### src/hw/rtl/cvc_pkg.sv
// shared types, constants and shift functions of the character cipher unit
package cvc_pkg;

  // key store geometry
  localparam int KEY_DEPTH = 32;
  localparam int KEY_IDX_W = $clog2(KEY_DEPTH);
  localparam int KEY_LEN_W = 6;
  localparam int SHIFT_W   = 5;
  localparam int CHAR_W    = 8;

  // queue between front and back
  localparam int QUEUE_DEPTH = 2;
  localparam int QPTR_W      = (QUEUE_DEPTH > 1) ? $clog2(QUEUE_DEPTH) : 1;
  localparam int QCNT_W      = $clog2(QUEUE_DEPTH + 1);

  // character constants
  localparam logic [CHAR_W-1:0] CH_SPACE   = 8'd32;
  localparam logic [CHAR_W-1:0] CH_UPPER_A = 8'd65;
  localparam logic [CHAR_W-1:0] CH_UPPER_Z = 8'd90;
  localparam logic [CHAR_W-1:0] CH_LOWER_A = 8'd97;
  localparam logic [CHAR_W-1:0] CH_LOWER_Z = 8'd122;
  localparam logic [CHAR_W-1:0] CASE_DIFF  = 8'd32;
  localparam logic [CHAR_W-1:0] ALPHA_LEN  = 8'd26;

  // configuration register width and index codes
  localparam int CFG_IDX_W  = 3;
  localparam int CFG_DATA_W = 6;

  typedef enum logic [CFG_IDX_W-1:0] {
    CFG_CIPHER_MODE   = 3'd0,
    CFG_DECRYPT_MODE  = 3'd1,
    CFG_CAESAR_LEFT   = 3'd2,
    CFG_CAESAR_OFFSET = 3'd3,
    CFG_KEY_LENGTH    = 3'd4
  } cfg_idx_e;

  // input opcodes
  typedef enum logic [1:0] {
    OP_START = 2'd0,
    OP_KEY   = 2'd1,
    OP_CHAR  = 2'd2
  } op_e;

  // cipher modes
  typedef enum logic [1:0] {
    MODE_CAESAR   = 2'd0,
    MODE_VIGENERE = 2'd1,
    MODE_SALTED   = 2'd2
  } mode_e;

  typedef struct packed {
    logic [1:0]           cipher_mode;
    logic                 decrypt_mode;
    logic                 caesar_left;
    logic [SHIFT_W-1:0]   caesar_offset;
    logic [KEY_LEN_W-1:0] key_length;
  } cfg_t;

  // one queued character: upper-cased byte and its key shift
  typedef struct packed {
    logic [CHAR_W-1:0]  ch;
    logic [SHIFT_W-1:0] amt;
  } q_entry_t;

  // add with wrap back into the alphabet
  function automatic logic [CHAR_W-1:0] shift_right(logic [CHAR_W-1:0] c,
                                                    logic [SHIFT_W-1:0] amt);
    logic [CHAR_W-1:0] v;
    v = c + {{(CHAR_W-SHIFT_W){1'b0}}, amt};
    if (v > CH_UPPER_Z) begin
      v = v - ALPHA_LEN;
    end
    return v;
  endfunction

  // subtract with wrap back into the alphabet
  function automatic logic [CHAR_W-1:0] shift_left(logic [CHAR_W-1:0] c,
                                                   logic [SHIFT_W-1:0] amt);
    logic [CHAR_W-1:0] v;
    v = c - {{(CHAR_W-SHIFT_W){1'b0}}, amt};
    if (v < CH_UPPER_A) begin
      v = v + ALPHA_LEN;
    end
    return v;
  endfunction

  function automatic logic [CHAR_W-1:0] caesar_stage(logic [CHAR_W-1:0] c, cfg_t cfg);
    logic left;
    left = cfg.caesar_left ^ cfg.decrypt_mode;
    return left ? shift_left(c, cfg.caesar_offset) : shift_right(c, cfg.caesar_offset);
  endfunction

  function automatic logic [CHAR_W-1:0] vigenere_stage(logic [CHAR_W-1:0] c,
                                                       logic [SHIFT_W-1:0] amt,
                                                       cfg_t cfg);
    return cfg.decrypt_mode ? shift_left(c, amt) : shift_right(c, amt);
  endfunction

  function automatic logic [CHAR_W-1:0] upper_case(logic [CHAR_W-1:0] c);
    logic [CHAR_W-1:0] v;
    v = c;
    if (c >= CH_LOWER_A && c <= CH_LOWER_Z) begin
      v = c - CASE_DIFF;
    end
    return v;
  endfunction

endpackage

### src/hw/rtl/caesar_vigenere_char_cipher_unit.sv
// Top level of the character cipher unit: config registers, front, queue and back.
// Throughput: one item per cycle while not full; the front key index update sets this.
// Path: an accepted character is written into the queue, then ciphered into the
// output register that drives out_char_o; start and key write beats give no result.
// Reset: config to its reset values, key index 0, queues empty; key store undefined.
// The config port is always ready; writes to unknown indexes are dropped.
module caesar_vigenere_char_cipher_unit (
  input  logic                               clk_i,
  input  logic                               rst_ni,
  input  logic                               push,
  output logic                               full,
  input  logic [1:0]                         opcode_i,
  input  logic [cvc_pkg::KEY_IDX_W-1:0]      key_address_i,
  input  logic [cvc_pkg::SHIFT_W-1:0]        key_shift_i,
  input  logic [cvc_pkg::CHAR_W-1:0]         data_char_i,
  output logic                               empty,
  input  logic                               pop,
  output logic [cvc_pkg::CHAR_W-1:0]         out_char_o,
  input  logic                               cfg_valid_i,
  output logic                               cfg_ready_o,
  input  logic [cvc_pkg::CFG_IDX_W-1:0]      cfg_index_i,
  input  logic [cvc_pkg::CFG_DATA_W-1:0]     cfg_data_i
);

  cvc_pkg::cfg_t     cfg_q, cfg_d;
  cvc_pkg::q_entry_t q_push_data, q_pop_data;
  logic              q_push, q_pop, q_full, q_empty;
  logic              accept;

  assign cfg_ready_o = 1'b1;

  // config register writes
  always_comb begin
    cfg_d = cfg_q;
    if (cfg_valid_i) begin
      case (cvc_pkg::cfg_idx_e'(cfg_index_i))
        cvc_pkg::CFG_CIPHER_MODE:   cfg_d.cipher_mode   = cfg_data_i[1:0];
        cvc_pkg::CFG_DECRYPT_MODE:  cfg_d.decrypt_mode  = cfg_data_i[0];
        cvc_pkg::CFG_CAESAR_LEFT:   cfg_d.caesar_left   = cfg_data_i[0];
        cvc_pkg::CFG_CAESAR_OFFSET: cfg_d.caesar_offset = cfg_data_i[cvc_pkg::SHIFT_W-1:0];
        cvc_pkg::CFG_KEY_LENGTH:    cfg_d.key_length    = cfg_data_i[cvc_pkg::KEY_LEN_W-1:0];
        default: ;
      endcase
    end
  end

  always_ff @(posedge clk_i or negedge rst_ni) begin
    if (!rst_ni) begin
      cfg_q.cipher_mode   <= cvc_pkg::MODE_CAESAR;
      cfg_q.decrypt_mode  <= 1'b0;
      cfg_q.caesar_left   <= 1'b0;
      cfg_q.caesar_offset <= '0;
      cfg_q.key_length    <= cvc_pkg::KEY_LEN_W'(1);
    end else begin
      cfg_q <= cfg_d;
    end
  end

  // input beat accepted while the queue has room
  assign full   = q_full;
  assign accept = push & ~q_full;

  cvc_front u_front (
    .clk_i         (clk_i),
    .rst_ni        (rst_ni),
    .cfg_i         (cfg_q),
    .accept_i      (accept),
    .opcode_i      (opcode_i),
    .key_address_i (key_address_i),
    .key_shift_i   (key_shift_i),
    .data_char_i   (data_char_i),
    .q_push_o      (q_push),
    .q_data_o      (q_push_data)
  );

  cvc_queue u_queue (
    .clk_i       (clk_i),
    .rst_ni      (rst_ni),
    .push_i      (q_push),
    .push_data_i (q_push_data),
    .full_o      (q_full),
    .pop_i       (q_pop),
    .pop_data_o  (q_pop_data),
    .empty_o     (q_empty)
  );

  cvc_back u_back (
    .clk_i      (clk_i),
    .rst_ni     (rst_ni),
    .cfg_i      (cfg_q),
    .q_empty_i  (q_empty),
    .q_data_i   (q_pop_data),
    .q_pop_o    (q_pop),
    .empty_o    (empty),
    .pop_i      (pop),
    .out_char_o (out_char_o)
  );

endmodule

### src/hw/rtl/cvc_queue.sv
// short fifo between the classifying front and the cipher back
module cvc_queue (
  input  logic               clk_i,
  input  logic               rst_ni,
  input  logic               push_i,
  input  cvc_pkg::q_entry_t  push_data_i,
  output logic               full_o,
  input  logic               pop_i,
  output cvc_pkg::q_entry_t  pop_data_o,
  output logic               empty_o
);

  cvc_pkg::q_entry_t                mem_q [cvc_pkg::QUEUE_DEPTH];
  logic [cvc_pkg::QPTR_W-1:0]       wr_ptr_q, wr_ptr_d;
  logic [cvc_pkg::QPTR_W-1:0]       rd_ptr_q, rd_ptr_d;
  logic [cvc_pkg::QCNT_W-1:0]       count_q, count_d;
  logic                             do_push, do_pop;

  assign full_o     = (count_q == cvc_pkg::QCNT_W'(cvc_pkg::QUEUE_DEPTH));
  assign empty_o    = (count_q == '0);
  assign do_push    = push_i & ~full_o;
  assign do_pop     = pop_i & ~empty_o;
  assign pop_data_o = mem_q[rd_ptr_q];

  // pointer and fill count update
  always_comb begin
    wr_ptr_d = wr_ptr_q;
    rd_ptr_d = rd_ptr_q;
    count_d  = count_q;
    if (do_push) begin
      wr_ptr_d = (wr_ptr_q == cvc_pkg::QPTR_W'(cvc_pkg::QUEUE_DEPTH - 1)) ? '0 :
                 wr_ptr_q + 1'b1;
    end
    if (do_pop) begin
      rd_ptr_d = (rd_ptr_q == cvc_pkg::QPTR_W'(cvc_pkg::QUEUE_DEPTH - 1)) ? '0 :
                 rd_ptr_q + 1'b1;
    end
    if (do_push && !do_pop) begin
      count_d = count_q + 1'b1;
    end else if (do_pop && !do_push) begin
      count_d = count_q - 1'b1;
    end
  end

  always_ff @(posedge clk_i or negedge rst_ni) begin
    if (!rst_ni) begin
      wr_ptr_q <= '0;
      rd_ptr_q <= '0;
      count_q  <= '0;
    end else begin
      wr_ptr_q <= wr_ptr_d;
      rd_ptr_q <= rd_ptr_d;
      count_q  <= count_d;
    end
  end

  // entry storage
  always_ff @(posedge clk_i) begin
    if (do_push) begin
      mem_q[wr_ptr_q] <= push_data_i;
    end
  end

endmodule

### src/hw/rtl/cvc_front.sv
// front end: opcode decode, key store, key index and upper-casing
module cvc_front (
  input  logic                            clk_i,
  input  logic                            rst_ni,
  input  cvc_pkg::cfg_t                   cfg_i,
  input  logic                            accept_i,
  input  logic [1:0]                      opcode_i,
  input  logic [cvc_pkg::KEY_IDX_W-1:0]   key_address_i,
  input  logic [cvc_pkg::SHIFT_W-1:0]     key_shift_i,
  input  logic [cvc_pkg::CHAR_W-1:0]      data_char_i,
  output logic                            q_push_o,
  output cvc_pkg::q_entry_t               q_data_o
);

  logic [cvc_pkg::SHIFT_W-1:0]   key_store_q [cvc_pkg::KEY_DEPTH];
  logic [cvc_pkg::KEY_IDX_W-1:0] key_index_q, key_index_d;
  logic [cvc_pkg::KEY_LEN_W-1:0] len_eff;
  logic [cvc_pkg::KEY_LEN_W-1:0] index_inc;
  logic [cvc_pkg::CHAR_W-1:0]    upper;
  logic                          is_space;
  logic                          advance;
  logic                          is_char, is_key, is_start;

  // opcode decode
  always_comb begin
    is_char  = 1'b0;
    is_key   = 1'b0;
    is_start = 1'b0;
    case (cvc_pkg::op_e'(opcode_i))
      cvc_pkg::OP_START: is_start = 1'b1;
      cvc_pkg::OP_KEY:   is_key   = 1'b1;
      cvc_pkg::OP_CHAR:  is_char  = 1'b1;
      default: ;
    endcase
  end

  assign upper    = cvc_pkg::upper_case(data_char_i);
  assign is_space = (upper == cvc_pkg::CH_SPACE);

  // whether this character consumes a key entry
  always_comb begin
    advance = 1'b0;
    case (cvc_pkg::mode_e'(cfg_i.cipher_mode))
      cvc_pkg::MODE_VIGENERE: advance = ~is_space;
      cvc_pkg::MODE_SALTED: begin
        if (cfg_i.decrypt_mode) begin
          advance = ~is_space;
        end else begin
          // second stage skipped when the caesar stage lands on a space
          advance = ~is_space &
                    (cvc_pkg::caesar_stage(upper, cfg_i) != cvc_pkg::CH_SPACE);
        end
      end
      default: advance = 1'b0;
    endcase
  end

  // effective key length, clamped to 1..depth
  always_comb begin
    len_eff = cfg_i.key_length;
    if (cfg_i.key_length == '0) begin
      len_eff = cvc_pkg::KEY_LEN_W'(1);
    end else if (cfg_i.key_length > cvc_pkg::KEY_LEN_W'(cvc_pkg::KEY_DEPTH)) begin
      len_eff = cvc_pkg::KEY_LEN_W'(cvc_pkg::KEY_DEPTH);
    end
  end

  assign index_inc = {1'b0, key_index_q} + 1'b1;

  // key index next value
  always_comb begin
    key_index_d = key_index_q;
    if (accept_i && is_start) begin
      key_index_d = '0;
    end else if (accept_i && is_char && advance) begin
      key_index_d = (index_inc >= len_eff) ? '0 : index_inc[cvc_pkg::KEY_IDX_W-1:0];
    end
  end

  always_ff @(posedge clk_i or negedge rst_ni) begin
    if (!rst_ni) begin
      key_index_q <= '0;
    end else begin
      key_index_q <= key_index_d;
    end
  end

  // key entry writes
  always_ff @(posedge clk_i) begin
    if (accept_i && is_key) begin
      key_store_q[key_address_i] <= key_shift_i;
    end
  end

  // hand the character beat to the back end
  assign q_push_o     = accept_i & is_char;
  assign q_data_o.ch  = upper;
  assign q_data_o.amt = key_store_q[key_index_q];

endmodule

### src/hw/rtl/cvc_back.sv
// back end: applies the cipher stages and holds the result register
module cvc_back (
  input  logic                        clk_i,
  input  logic                        rst_ni,
  input  cvc_pkg::cfg_t               cfg_i,
  input  logic                        q_empty_i,
  input  cvc_pkg::q_entry_t           q_data_i,
  output logic                        q_pop_o,
  output logic                        empty_o,
  input  logic                        pop_i,
  output logic [cvc_pkg::CHAR_W-1:0]  out_char_o
);

  logic                       out_valid_q, out_valid_d;
  logic [cvc_pkg::CHAR_W-1:0] out_char_q, out_char_d;
  logic [cvc_pkg::CHAR_W-1:0] first;
  logic                       take;

  // cipher datapath
  always_comb begin
    out_char_d = q_data_i.ch;
    first      = '0;
    if (q_data_i.ch != cvc_pkg::CH_SPACE) begin
      case (cvc_pkg::mode_e'(cfg_i.cipher_mode))
        cvc_pkg::MODE_CAESAR:   out_char_d = cvc_pkg::caesar_stage(q_data_i.ch, cfg_i);
        cvc_pkg::MODE_VIGENERE: out_char_d =
          cvc_pkg::vigenere_stage(q_data_i.ch, q_data_i.amt, cfg_i);
        cvc_pkg::MODE_SALTED: begin
          if (cfg_i.decrypt_mode) begin
            first      = cvc_pkg::vigenere_stage(q_data_i.ch, q_data_i.amt, cfg_i);
            out_char_d = (first == cvc_pkg::CH_SPACE) ? first :
                         cvc_pkg::caesar_stage(first, cfg_i);
          end else begin
            first      = cvc_pkg::caesar_stage(q_data_i.ch, cfg_i);
            out_char_d = (first == cvc_pkg::CH_SPACE) ? first :
                         cvc_pkg::vigenere_stage(first, q_data_i.amt, cfg_i);
          end
        end
        default: out_char_d = q_data_i.ch;
      endcase
    end
  end

  // output register refills whenever it is free or being drained
  assign take        = ~q_empty_i & (~out_valid_q | pop_i);
  assign q_pop_o     = take;
  assign out_valid_d = take | (out_valid_q & ~pop_i);

  always_ff @(posedge clk_i or negedge rst_ni) begin
    if (!rst_ni) begin
      out_valid_q <= 1'b0;
    end else begin
      out_valid_q <= out_valid_d;
    end
  end

  always_ff @(posedge clk_i) begin
    if (take) begin
      out_char_q <= out_char_d;
    end
  end

  assign empty_o    = ~out_valid_q;
  assign out_char_o = out_char_q;

endmodule
### config.mk
export PLATFORM = sky130hd
export DESIGN_NAME = caesar_vigenere_char_cipher_unit
export DESIGN_NICKNAME = d
export VERILOG_FILES = /design/src/hw/rtl/cvc_pkg.sv /design/src/hw/rtl/caesar_vigenere_char_cipher_unit.sv /design/src/hw/rtl/cvc_queue.sv /design/src/hw/rtl/cvc_front.sv /design/src/hw/rtl/cvc_back.sv
export SDC_FILE = /design/constraint.sdc
export NUM_CORES = 1
export LEC_CHECK = 0
export ABC_AREA = 1
export BUFFER_PORTS_ARGS = -buffer_cell sky130_fd_sc_hd__buf_4
export CAP_MARGIN = 15
export CORE_MARGIN = 2
export CORE_UTILIZATION = 35
export CTS_CLUSTER_SIZE = 8
export DETAILED_ROUTE_END_ITERATION = 12
export GPL_TIMING_DRIVEN = 0
export MAX_ROUTING_LAYER = met4
export PLACE_DENSITY = 0.56
export SYNTH_ARGS = -nofsm -noshare
export SYNTH_HDL_FRONTEND = slang
export SYNTH_SLANG_ARGS = --single-unit
### constraint.sdc
create_clock -name clk_i -period 10.2 [get_ports clk_i]
set_input_delay 2.04 -clock clk_i [delete_from_list [all_inputs] [get_ports clk_i]]
set_output_delay 2.04 -clock clk_i [all_outputs]
set_load 0.03 [all_outputs]
==> key figures, run 1 <==
Synthesis
  • Yosys cell types: 56
  • Synth top area share: 43.0%
  • Most area-consuming cells after synthesis: edfxtp_1 43%, nand2_1 8.7%, ha_1 6.2%
  • Mapped Nets: 1688
  • Synth warn: 0
  • Post-Syn Area: 13500 um^2
  • Cell accounting for the most synthesized area: edfxtp_1
  • Top FF cell, synth: edfxtp_1
  • Asr flop ratio synth: 11.4%
  • Seq/Total Area, Yosys: 47.6%
  • Top cells by count, synth: 314 x nand2_1, 222 x nor2_1, 194 x edfxtp_1
  • Most common cell in the netlist: nand2_1
  • Syn Area/Cell: 8.58 um^2
  • Number of enable flip-flop cells after synthesis: 194
  • Mapped Cells: 1578
  • Synth Register Bits: 219

STA
  • Max Slew Vio Count: 0
  • Clock period minus worst slack: 5.87 ns
  • Slew of the pin with the lowest slew margin: 1.13 ns
  • Fin. Hold Viols: 0
  • RSZ-0062 raised after global routing: false
  • Final period utilization: 57.6%
  • Worst Skew: 0.0168 ns
  • Setup TNS: 0 ns
  • Max Clock Freq: 0.170 GHz
  • Final Setup Violations: 0
  • Headroom to the max-slew limit: 24.3%

Detailed routing
  • Antenna Nets Post-Route: 0
  • Vias per inst: 5.02
  • WL/cell: 16.9 um
  • First-pass detailed-route iteration total: 6
  • Remaining DRCs: 0
  • Vias after detailed routing: 11000
  • Final WL: 37.0 mm
  • First DRT Iteration DRCs: 816

Placement
  • Dpl cells: 2139
  • I/O Buffers: 43
  • DP Wirelength: 27.6 mm
  • GP Congestion: 0.908

Setup path
  • CP startpoint kind: register
  • Critical path's largest stage delay: 0.47 ns
  • Crit. End Element: register
  • Critical-path top delay cell: fa_1
  • CP Data Required Time: 10.45 ns
  • Cell repeated most along the worst path: nand2_1
  • WP data arrival: 6.12 ns
  • CP Class: reg2reg
  • CP max FO: 10

Floorplan
  • I/O pins: 45
  • Initial Util: 35.2%
  • Core Rows: 72
  • Core area: 38500 um^2
  • Die Ht: 201 um
  • Die Wd: 201 um
  • Die area: 40300 um^2

Outcome
  • Status: finished clean

CTS
  • CTS H-tree depth: 2
  • CTS Hold Bufs: 0
  • Post-CTS sizing: 0
  • Clk slew on worst S/H paths: 0.06 ns
  • Setup bufs post-CTS: 0
  • Clock Latency Late Sink: 0.52 ns
  • CTS sink cnt: 219
  • CTS max path bufs: 3
  • CTS Buf Count: 34
  • CTS tree: done
  • Root Buffer: clkbuf_16

Global routing
  • Vias in the first global route: 10800
  • Gr usage total: 18.8%
  • Pin count of the biggest net entering global routing: 33
  • Gr ovfl total: 0
  • Initial antenna violation count: 0
  • Global-route wire length before repair: 58.0 mm

Finish
  • Final non-filler cell total: 2194
  • Filler cells: 3887
  • Ant. Diodes: 0
  • Synth-to-Final Area Change: 14.6%
  • Layout cell share with drive strength beyond 1: 9.67%
  • Layout Nets: 1768

Job
  • Max-cap violations: 0

Hold path
  • Hold WC Path Type: reg2reg
[layer usage]
layer / vias up / part of all wire (%) / GRT usage [%]
li1: 5511 / - / -
met2: 277 / 49 / 32.1
met1: 5148 / 43 / 22.9
met5: - / 0 / -
met3: 72 / 4.5 / 2.73
met4: 0 / 3.1 / 6.32
[layout make-up]
type                       instances  area, um^2  share of cell area, %
tap                              518         648                   4.17
sequential                       219        6450                   41.6
buffer                            49         220                   1.42
multi-input combinational       1142        6240                   40.2
inverter                         168         633                   4.08
timing repair buffer              44         330                   2.13
clock inverter                     5        73.8                  0.475
clock buffer                      49         928                   5.98
[path summary, 6_finish.rpt]
kind	from	endpoint	slack (ns)	cells after the start
setup / recovery	u_queue.rd_ptr_q	u_back.out_char_o[5]	4.33	35
hold / removal	cfg_q[0]	cfg_q[0]	0.51	2
setup reg to reg	u_queue.rd_ptr_q	u_back.out_char_o[5]	4.33	35
hold reg to reg	cfg_q[0]	cfg_q[0]	0.51	2
max in group asynchronous	rst_ni	cfg_q[0]	8.47	1
min in group asynchronous	rst_ni	u_queue.wr_ptr_q	1.42	1
[worst max-delay path, delay by kind of cell (launching register included)]
kind / cells / cell delay, ns
simple gates: 23 / 2.39
fa+ha+maj: 3 / 1.15
buf+inv: 6 / 1.04
xor+xnor: 1 / 0.41
flops: 1 / 0.37
compound gates: 2 / 0.22
[placed cells by master, fill, tap and decap left out, types with 18 or more instances in the layout]
cell       synthesis  routed
o22ai_1           40      40
edfxtp_1         194     194
dfrtp_1           24      24
nand2_2           21      21
a21oi_1           46      46
clkbuf_16          0      35
o21ai_0          153     153
nand3_1          116     116
xor2_1            25      25
buf_4              4      48
inv_1            158     158
nand4_1           18      18
ha_1              67      67
nor2_1           222     222
clkbuf_1          38      52
nand2_1          314     314
[kinds of logic after synthesis]
kind of cell               count (synthesis)  synth area share (%)
AOI/OAI and AO/OA                        285                  11.8
xor gates and xnor gates                  36                  2.62
adders and majority gates                 76                  7.52
buffers and inverters                    217                  6.30
DFF                                      219                  47.6
other                                      1                0.0277
and+or+nand+nor                          744                  24.1
[through the flow]
stage | util, % | instance area (um^2) | worst slack (ns) | hold slack (ns)
2_1_floorplan | - | 13500 | 5.47 | 0.475
3_3_place_gp | 37.7 | 14500 | 4.29 | 0.495
3_5_place_dp | 37.7 | 14500 | 4.32 | 0.494
4_1_cts | 40.3 | 15500 | 4.28 | 0.514
5_1_grt | 40.4 | 15500 | 3.63 | 0.569
6_report | 40.4 | 15500 | 4.33 | 0.514
[flip-flops by register name, summed over array words and instances, names as in the netlist]
signal	count
u_front.key_index_q	5
u_queue.wr_ptr_q	1
u_back.out_char_o	8
u_queue.count_q	2
u_queue.rd_ptr_q	1
cfg_q	15
u_back.out_valid_q	1
u_queue.mem_q	26
u_front.key_store_q	160
Power of run 1 is left out: the tool's default activity adds up to more than one toggle a clock period on the data nets, which glitch-free logic cannot reach.
==> run 2: changes to the inputs <==
--- a/config.mk
+++ b/config.mk
@@ -14,7 +14,7 @@
 export DETAILED_ROUTE_END_ITERATION = 12
 export GPL_TIMING_DRIVEN = 0
 export MAX_ROUTING_LAYER = met4
-export PLACE_DENSITY = 0.56
+export PLACE_DENSITY = 0.58
 export SYNTH_ARGS = -nofsm -noshare
 export SYNTH_HDL_FRONTEND = slang
 export SYNTH_SLANG_ARGS = --single-unit
==> constraint.sdc (replaced) <==
create_clock -name clk_i -period 5.3 [get_ports clk_i]
set_input_delay 1.06 -clock clk_i [delete_from_list [all_inputs] [get_ports clk_i]]
set_output_delay 1.06 -clock clk_i [all_outputs]
set_load 0.03 [all_outputs]
==> key figures, run 2 (synthesis gave the netlist of run 1 again) <==
Outcome
  • Status: finished clean

Detailed routing
  • First-pass detailed-route iteration total: 7 (+1)
  • First DRT Iteration DRCs: 859 (+5.3%)
  • Vias after detailed routing: 11200 (+1.9%)
  • Vias per inst: 5.05 (+0.61%)
  • WL/cell: 16.8 um (-0.50%)
  • Remaining DRCs: 0 (unchanged)
  • Antenna Nets Post-Route: 0 (unchanged)
  • Final WL: 37.3 mm (+0.81%)

STA
  • Headroom to the max-slew limit: 26.8% (+2.6 points)
  • Final Setup Violations: 0 (unchanged)
  • Fin. Hold Viols: 0 (unchanged)
  • Final period utilization: 94.5% (+37 points)
  • Max Slew Vio Count: 0 (unchanged)
  • Slew of the pin with the lowest slew margin: 1.09 ns (-0.0385 ns)
  • Max Clock Freq: 0.200 GHz (+17%)
  • Worst Skew: 0.0232 ns (+0.00645 ns)
  • Setup TNS: 0 ns (unchanged)
  • Clock period minus worst slack: 5.01 ns (-0.864 ns)

Finish
  • Multi-input logic area: 6550 um^2 (+5.0%)
  • Filler cells: 3838 (-1.3%)
  • Register area: 6450 um^2 (unchanged)
  • Layout Nets: 1797 (+1.6%)
  • Commonest cells after routing, fill and taps aside: 294 x nand2_1, 216 x nor2_1, 194 x edfxtp_1
  • Commonest non-fill, non-tap cell in the layout: nand2_1
  • Finished layout cell area: 16100 um^2 (+3.5%)
  • Synth-to-Final Area Change: 18.6%
  • Max FFs per register: 160 (unchanged)
  • Ant. Diodes: 0 (unchanged)
  • Layout cell share with drive strength beyond 1: 15.1% (+5.5 points)
  • Largest Register: u_front.key_store_q
  • Final non-filler cell total: 2223 (+1.3%)
  • Largest regs: u_front.key_store_q: 160 flops, u_queue.mem_q: 26 flops, cfg_q: 15 flops
  • Fin util: 41.8% (+1.4 points)

Floorplan
  • Initial Util: 35.2% (unchanged)
  • Die Wd: 201 um (unchanged)
  • Die Ht: 201 um (unchanged)
  • Die area: 40300 um^2 (unchanged)
  • I/O pins: 45 (unchanged)
  • Core area: 38500 um^2 (unchanged)
  • Core Rows: 72 (unchanged)

Setup path
  • CP max FO: 10 (unchanged)
  • Cell repeated most along the worst path: nand2_1
  • WP data arrival: 5.28 ns (-0.84 ns)
  • Critical path's largest stage delay: 0.50 ns (+0.03 ns)
  • Crit. End Element: register
  • CP Data Required Time: 5.57 ns (-4.88 ns)
  • CP startpoint kind: register
  • Critical-path top delay cell: fa_2
  • CP Class: reg2reg

CTS
  • CTS H-tree depth: 2 (unchanged)
  • CTS tree: done
  • CTS max path bufs: 3 (unchanged)
  • CTS Hold Bufs: 0 (unchanged)
  • CTS sink cnt: 219 (unchanged)
  • Clock Latency Late Sink: 0.52 ns (about the same)
  • CTS Buf Count: 34 (unchanged)
  • Clk slew on worst S/H paths: 0.06 ns (about the same)
  • Root Buffer: clkbuf_16

Global routing
  • Vias in the first global route: 10700 (-0.94%)
  • Gr usage total: 18.6% (-0.21 points)
  • Gr ovfl total: 0 (unchanged)
  • Initial antenna violation count: 0 (unchanged)
  • Global-route wire length before repair: 57.7 mm (-0.55%)
  • Pin count of the biggest net entering global routing: 33 (unchanged)

Placement
  • Placed Area: 14500 um^2 (unchanged)
  • DP Wirelength: 27.3 mm (-1.0%)
  • Dpl cells: 2139 (unchanged)
  • I/O Buffers: 43 (unchanged)
  • GP Congestion: 0.906 (-0.25%)

Hold path
  • Hold WC Path Type: in2async

Job
  • Max-cap violations: 0 (unchanged)
-- run 2: cell types whose count changed in the layout (fill, tap and decap cells not counted), sizes merged --
| cell | before | now |
|---|---|---|
| inv | 165 | 166 |
| buf | 55 | 86 |
| clkbuf | 87 | 84 |
| bufinv | 1 | 0 |
| clkinvlp | 1 | 2 |
-- run 2: layer usage --
metal	GRT usage, %	wire [um]
met5	-	0
met2	32.2	18600
met4	6.40	1220
met3	2.29	1630
met1	22.5	15800
-- run 2: critical path: cells and delay by family (launching register included) --
kind,cells,cell delay [ns]
buf+inv,7,0.79
simple gates,24,2.20
xor+xnor,1,0.22
fa+ha+maj,3,0.97
compound gates,2,0.16
flops,1,0.39
-- run 2: stage by stage --
step                hold slack [ns]  setup WS, ns
finish                        0.446         0.290
global route                  0.468       -0.0580
CTS                           0.444        0.0117
detailed placement            0.497        -0.630
global placement              0.497        -0.645
floorplan                     0.475         0.567
-- run 2: area by class of cell --
type | count | share of cell area [%]
buffer | 48 | 1.46
clock inverter | 6 | 0.467
inverter | 168 | 3.96
tap | 518 | 4.03
sequential | 219 | 40.1
timing repair buffer | 74 | 3.53
clock buffer | 48 | 5.62
multi-input combinational | 1142 | 40.8
-- run 2: final timing paths --
path                                  start                    to  slack, ns  cells past startpoint
setup / recovery           u_queue.rd_ptr_q  u_back.out_char_o[5]       0.29                     37
hold / removal                       rst_ni      u_queue.rd_ptr_q       0.45                      1
setup reg to reg           u_queue.rd_ptr_q  u_back.out_char_o[5]       0.29                     37
hold reg to reg                    cfg_q[0]              cfg_q[0]       0.51                      2
max in group asynchronous            rst_ni              cfg_q[0]       4.55                      1
min in group clk_i                 cfg_q[0]              cfg_q[0]       0.51                      2
-- run 2: repair_timing --
action | 4_1_cts | 5_1_grt
resized for setup | 22 | 78
endpoints found under the setup margin | 7 | 7
pin swaps | 1 | 27
setup buffers | 1 | 29
Power of run 2 is left out for the same reason.
